`src/sv/sqrf_turn.sv`:
```
`default_nettype none
module sqrf_turn #(
    parameter int CB = 16
) (
    input  logic                 i_clk,
    input  logic                 i_rst_n,
    input  logic                 i_vld,
    input  logic signed [CB-1:0] i_c [4][3],
    output logic                 o_vld,
    output logic                 o_found,
    output logic [1:0]           o_idx,
    output logic signed [CB-1:0] o_p [3],
    output logic signed [CB:0]   o_d [3]
);
    localparam int PW = 2*CB;
    localparam int XW = 2*CB + 1;
    localparam int LW = 2*CB + 1;
    localparam int TW = 3*CB + 4;

    logic [6:1]            r_vld;
    logic signed [CB-1:0]  r1_c [4][3];
    logic signed [CB-1:0]  r2_c [4][3];
    logic signed [CB-1:0]  r3_c [4][3];
    logic signed [CB-1:0]  r4_c [4][3];
    logic signed [CB-1:0]  r5_c [4][3];
    logic signed [PW-1:0]  r2_ab [4][6];
    logic signed [XW-1:0]  r3_x [4][3];
    logic signed [LW-1:0]  r4_lo [4][3];
    logic signed [LW-1:0]  r4_hi [4][3];
    logic signed [TW-1:0]  r5_t [4];
    logic                  r6_found;
    logic [1:0]            r6_idx;
    logic signed [CB-1:0]  r6_p [3];
    logic signed [CB:0]    r6_d [3];

    logic [3:0] w_pos;
    logic [3:0] w_neg;
    logic [3:0] w_odd;
    logic [2:0] w_npos;
    logic [2:0] w_nneg;
    logic       w_found;
    logic [1:0] w_idx;

    // valid bits
    always_ff @(posedge i_clk) begin
        if (!i_rst_n) begin
            r_vld <= '0;
        end else begin
            r_vld <= {r_vld[5:1], i_vld};
        end
    end

    // triple product p . (prev x next), split over five stages
    always_ff @(posedge i_clk) begin
        r1_c <= i_c;
        r2_c <= r1_c;
        r3_c <= r2_c;
        r4_c <= r3_c;
        r5_c <= r4_c;
        for (int i = 0; i < 4; i++) begin
            r2_ab[i][0] <= PW'(r1_c[2'(i+3)][1]) * PW'(r1_c[2'(i+1)][2]);
            r2_ab[i][1] <= PW'(r1_c[2'(i+3)][2]) * PW'(r1_c[2'(i+1)][1]);
            r2_ab[i][2] <= PW'(r1_c[2'(i+3)][2]) * PW'(r1_c[2'(i+1)][0]);
            r2_ab[i][3] <= PW'(r1_c[2'(i+3)][0]) * PW'(r1_c[2'(i+1)][2]);
            r2_ab[i][4] <= PW'(r1_c[2'(i+3)][0]) * PW'(r1_c[2'(i+1)][1]);
            r2_ab[i][5] <= PW'(r1_c[2'(i+3)][1]) * PW'(r1_c[2'(i+1)][0]);
            for (int k = 0; k < 3; k++) begin
                r3_x[i][k]  <= XW'(r2_ab[i][2*k]) - XW'(r2_ab[i][2*k+1]);
                // cross component split in a low unsigned and a high signed half
                r4_lo[i][k] <= LW'(r3_c[i][k]) * LW'($signed({1'b0, r3_x[i][k][CB-1:0]}));
                r4_hi[i][k] <= LW'(r3_c[i][k]) * LW'($signed(r3_x[i][k][XW-1:CB]));
            end
            r5_t[i] <= (TW'(r4_hi[i][0]) <<< CB) + TW'(r4_lo[i][0])
                     + (TW'(r4_hi[i][1]) <<< CB) + TW'(r4_lo[i][1])
                     + (TW'(r4_hi[i][2]) <<< CB) + TW'(r4_lo[i][2]);
        end
    end

    // sign vote: the reflex corner is the single one that disagrees
    always_comb begin
        for (int i = 0; i < 4; i++) begin
            w_neg[i] = r5_t[i][TW-1];
            w_pos[i] = (r5_t[i] != '0) && !r5_t[i][TW-1];
        end
        w_npos  = {2'b0, w_pos[0]} + {2'b0, w_pos[1]} + {2'b0, w_pos[2]} + {2'b0, w_pos[3]};
        w_nneg  = {2'b0, w_neg[0]} + {2'b0, w_neg[1]} + {2'b0, w_neg[2]} + {2'b0, w_neg[3]};
        w_found = (w_npos == 3'd3) || (w_nneg == 3'd3);
        w_odd   = (w_npos == 3'd3) ? ~w_pos : ~w_neg;
        w_idx   = w_found ? {w_odd[3] | w_odd[2], w_odd[3] | w_odd[1]} : 2'd0;
    end

    // pick reflex corner and opposite corner
    always_ff @(posedge i_clk) begin
        r6_found <= w_found;
        r6_idx   <= w_idx;
        for (int k = 0; k < 3; k++) begin
            r6_p[k] <= r5_c[w_idx][k];
            r6_d[k] <= (CB+1)'(r5_c[w_idx][k]) - (CB+1)'(r5_c[w_idx ^ 2'd2][k]);
        end
    end

    assign o_vld   = r_vld[6];
    assign o_found = r6_found;
    assign o_idx   = r6_idx;
    assign o_p     = r6_p;
    assign o_d     = r6_d;

endmodule
`default_nettype wire

```
`config.mk`:
```
export PLATFORM = sky130hd
export DESIGN_NAME = sqrf_turn
export DESIGN_NICKNAME = d
export VERILOG_FILES = /design/src/sv/sqrf_turn.sv
export SDC_FILE = /design/constraint.sdc
export NUM_CORES = 1
export LEC_CHECK = 0
export ABC_CLOCK_PERIOD_IN_PS = 3700
export BUFFER_PORTS_ARGS = -buffer_cell sky130_fd_sc_hd__buf_2
export CELL_PAD_IN_SITES_DETAIL_PLACEMENT = 1
export CELL_PAD_IN_SITES_GLOBAL_PLACEMENT = 2
export CORE_ASPECT_RATIO = 1.2
export CORE_MARGIN = 2
export CORE_UTILIZATION = 41
export CTS_BUF_LIST = sky130_fd_sc_hd__clkbuf_8
export DETAILED_ROUTE_END_ITERATION = 10
export PLACE_DENSITY = 0.81
export SYNTH_ARGS = -nofsm -noshare
export SYNTH_HDL_FRONTEND = slang
export SYNTH_SLANG_ARGS = --single-unit
```
`constraint.sdc`:
```
create_clock -name i_clk -period 3.7 [get_ports i_clk]
set_input_delay 0.185 -clock i_clk [delete_from_list [all_inputs] [get_ports i_clk]]
set_output_delay 0.185 -clock i_clk [all_outputs]
set_load 0.01 [all_outputs]
```
==> qor.yml <==
detailed_routing:
  wl_um: 25900
  viasPerCell: 4.17
  drtIter0Drc: 242
  vias: 7760
  drc: 0
  wl_per_cell_um: 13.9
  detailedRoute.firstPassIterationCount: 4
  final_antenna_net_count: 0
global_routing:
  grt_pass1_wl_um: 41500
  grt_overflow: 0
  grt_max_degree: 13
  track_usage: 0.145
  grt_antenna_before_repair: 4
  grt_pass1_vias: 8509
clocking:
  cts_sinks: 585
  insertion_delay_ps: 610
  cts_buffer_depth: 3
  clkTransAtPathRegs_ps: 70
  cts_tree: "done"
  cts-buffers-inserted: 85
  cts_resized: 0
  root_buffer: "clkbuf_8"
  h-tree-depth: 3
yosys:
  synth_area_per_cell_um2: 14.9
  yosysSeqAreaShare: 0.821
  synth_area_leaders: "dfxtp_1 (82%), ha_1 (4.2%), inv_1 (1.7%), a21oi_1 (1.5%), xnor2_1 (1.5%)"
  ys.flop_type: "dfxtp_1"
  ys_seq_elements: 585
  ys_async_sr_fraction: 0
  yosys_warnings: 0
  synth_edf_count: 0
  synth.largest_area_cell: "dfxtp_1"
  synthDistinctLibCells: 50
  synth_top_area_share: 0.821
  syn-instance-count: 958
  netlist_area_mm2: 0.0143
timing:
  rsz0062_at_grt: "no"
  tightest_slew_ps: 568
  drv_slew: 0
  skew_ps: 29.0
  min_period_ps: 2460
  min_period_over_period: 0.664
  hold_violations: 0
  finalSetupViolCount: 0
  timing.hold.ws_ps: 216
  maxSlewHeadroom: 0.619
  tns_ps: 0
  fmax_mhz: 407
place:
  numPortBuffers: 198
  place_area_mm2: 0.0158
  place_congestion: 0.791
  dpl.hpwl_um: 15600
cells_and_area:
  drive_gt1_frac: 0.244
  final_common_cell: "dfxtp_1"
  syn_to_final_growth_pct: 30.9
  nNetsFinal: 1581
  fin_area_mm2: 0.0187
  layout_common_cells: "dfxtp_1 (585), buf_2 (198), clkbuf_8 (107), dlygate4sd3_1 (99), inv_1 (84)"
worst_setup_path:
  endpoint_kind: "register"
  cp_max_fo: 5
  critPathLaunchType: "register"
  worstPathRequired_ps: 4170
  reg2reg_slack_ps: 1240
  path_class: "reg -> reg"
  worst_ep_arrival_time_ps: 2920
flow_run:
  drv_cap: 0
status:
  status: "finished clean"
pwr:
  p_leak_nw: 8.50
  p_per_area_mw_per_mm2: 704
  peakVddDrop_v: 0.000493
  power.total_mw: 13.2
floorplan:
  die_x_um: 174
  dieHeight_um: 208
  die-area_mm2: 0.0363
  io_pins: 298
  core_mm2: 0.0342
  initial_core_util: 0.417
  rows: 74
hold_path:
  hold_path_class: "in -> reg"
==> what timing repair did <==
action,4_1_cts,5_1_grt
buffers inserted,0,0
hold endpoints to repair,102,0
hold buffers,99,0
==> where the power goes <==
group          switching (mW)  internal [mW]
clock                    2.36           3.12
combinational           0.428          0.390
sequential              0.125           6.73
total                    2.91           10.2
==> cell usage after synthesis, types with 2 or more instances <==
master,instances
nor2b_1,5
o21a_1,7
a211o_1,3
buf_4,3
ha_1,48
and2_1,7
a21oi_1,43
a21boi_0,2
nand2b_1,7
o21ai_0,16
o311ai_1,2
xor2_1,14
nor3_1,6
a31o_2,2
o31a_1,3
xnor2_1,24
dfxtp_1,585
nor2_1,25
inv_1,64
nand3_1,6
a31oi_1,3
clkbuf_1,6
a21o_1,9
a211oi_1,2
o21ai_1,8
mux2i_1,2
o21bai_1,3
o211ai_1,5
nand4_1,4
a21boi_1,2
fa_1,3
nand2_1,21
==> per-stage QoR <==
stage,worst slack (ps),util,cells
2_1_floorplan,1690,-,960
3_3_place_gp,1300,0.462,1605
3_5_place_dp,1240,0.462,1605
4_1_cts,1220,0.546,1858
5_1_grt,1080,0.546,1860
6_report,1240,0.546,1861
==> worst paths after layout <==
check                     from                to  cells past startpoint
max          r5_c[176]$_DFF_P_   o_d[50]$_DFF_P_                      9
min                    i_c[57]  r1_c[57]$_DFF_P_                      2
max reg2reg  r5_c[176]$_DFF_P_   o_d[50]$_DFF_P_                      9
min reg2reg   r2_c[70]$_DFF_P_  r3_c[70]$_DFF_P_                      0
==> registers in the layout, summed over array words and instances, names as in the netlist <==
register  flops
r2_c         96
r1_c         96
r_vld         6
r5_c         96
r4_c         96
o_p          48
r3_c         96
o_d          51
==> cells by family after synthesis <==
| family | count (synthesis) | share of synthesized area |
|---|---|---|
| AO/OA/AOI/OAI | 122 | 0.0580 |
| XOR/XNOR | 38 | 0.0233 |
| flip-flops | 585 | 0.821 |
| multiplexers | 2 | 0.00140 |
| adder cells (fa/ha/maj) | 51 | 0.0463 |
| AND/OR/NAND/NOR | 86 | 0.0296 |
| buffers and inverters | 73 | 0.0200 |
| other | 1 | 0.000263 |
==> metal layers <==
metal | up-vias | global-route usage | wire length (um)
li1 | 3877 | - | -
met1 | 3603 | 0.153 | 10400
met2 | 209 | 0.259 | 13100
met3 | 69 | 0.0488 | 1590
met4 | 2 | 0.0652 | 755
met5 | - | 0 | 16
==> critical path, cell delays in order, from the launching register on <==
cell and delay [ps]:
dfxtp_1 320, inv_1 40, ha_1 200, fa_1 400, nand2b_1 190, a21o_1 210, a31oi_1 460, a21oi_1 210
o211ai_1 200, mux2i_1 90
==> layout make-up <==
cell class / instances / area, um2
timing repair buffer: 297 / 1980
antenna: 3 / 7.51
sequential: 585 / 11700
inverter: 64 / 240
clock inverter: 47 / 413
clock buffer: 107 / 1470
tap: 456 / 571
fill: 3344 / 15500
multi-input combinational: 302 / 2270
Note: power is estimated with default switching activity, not from simulation.
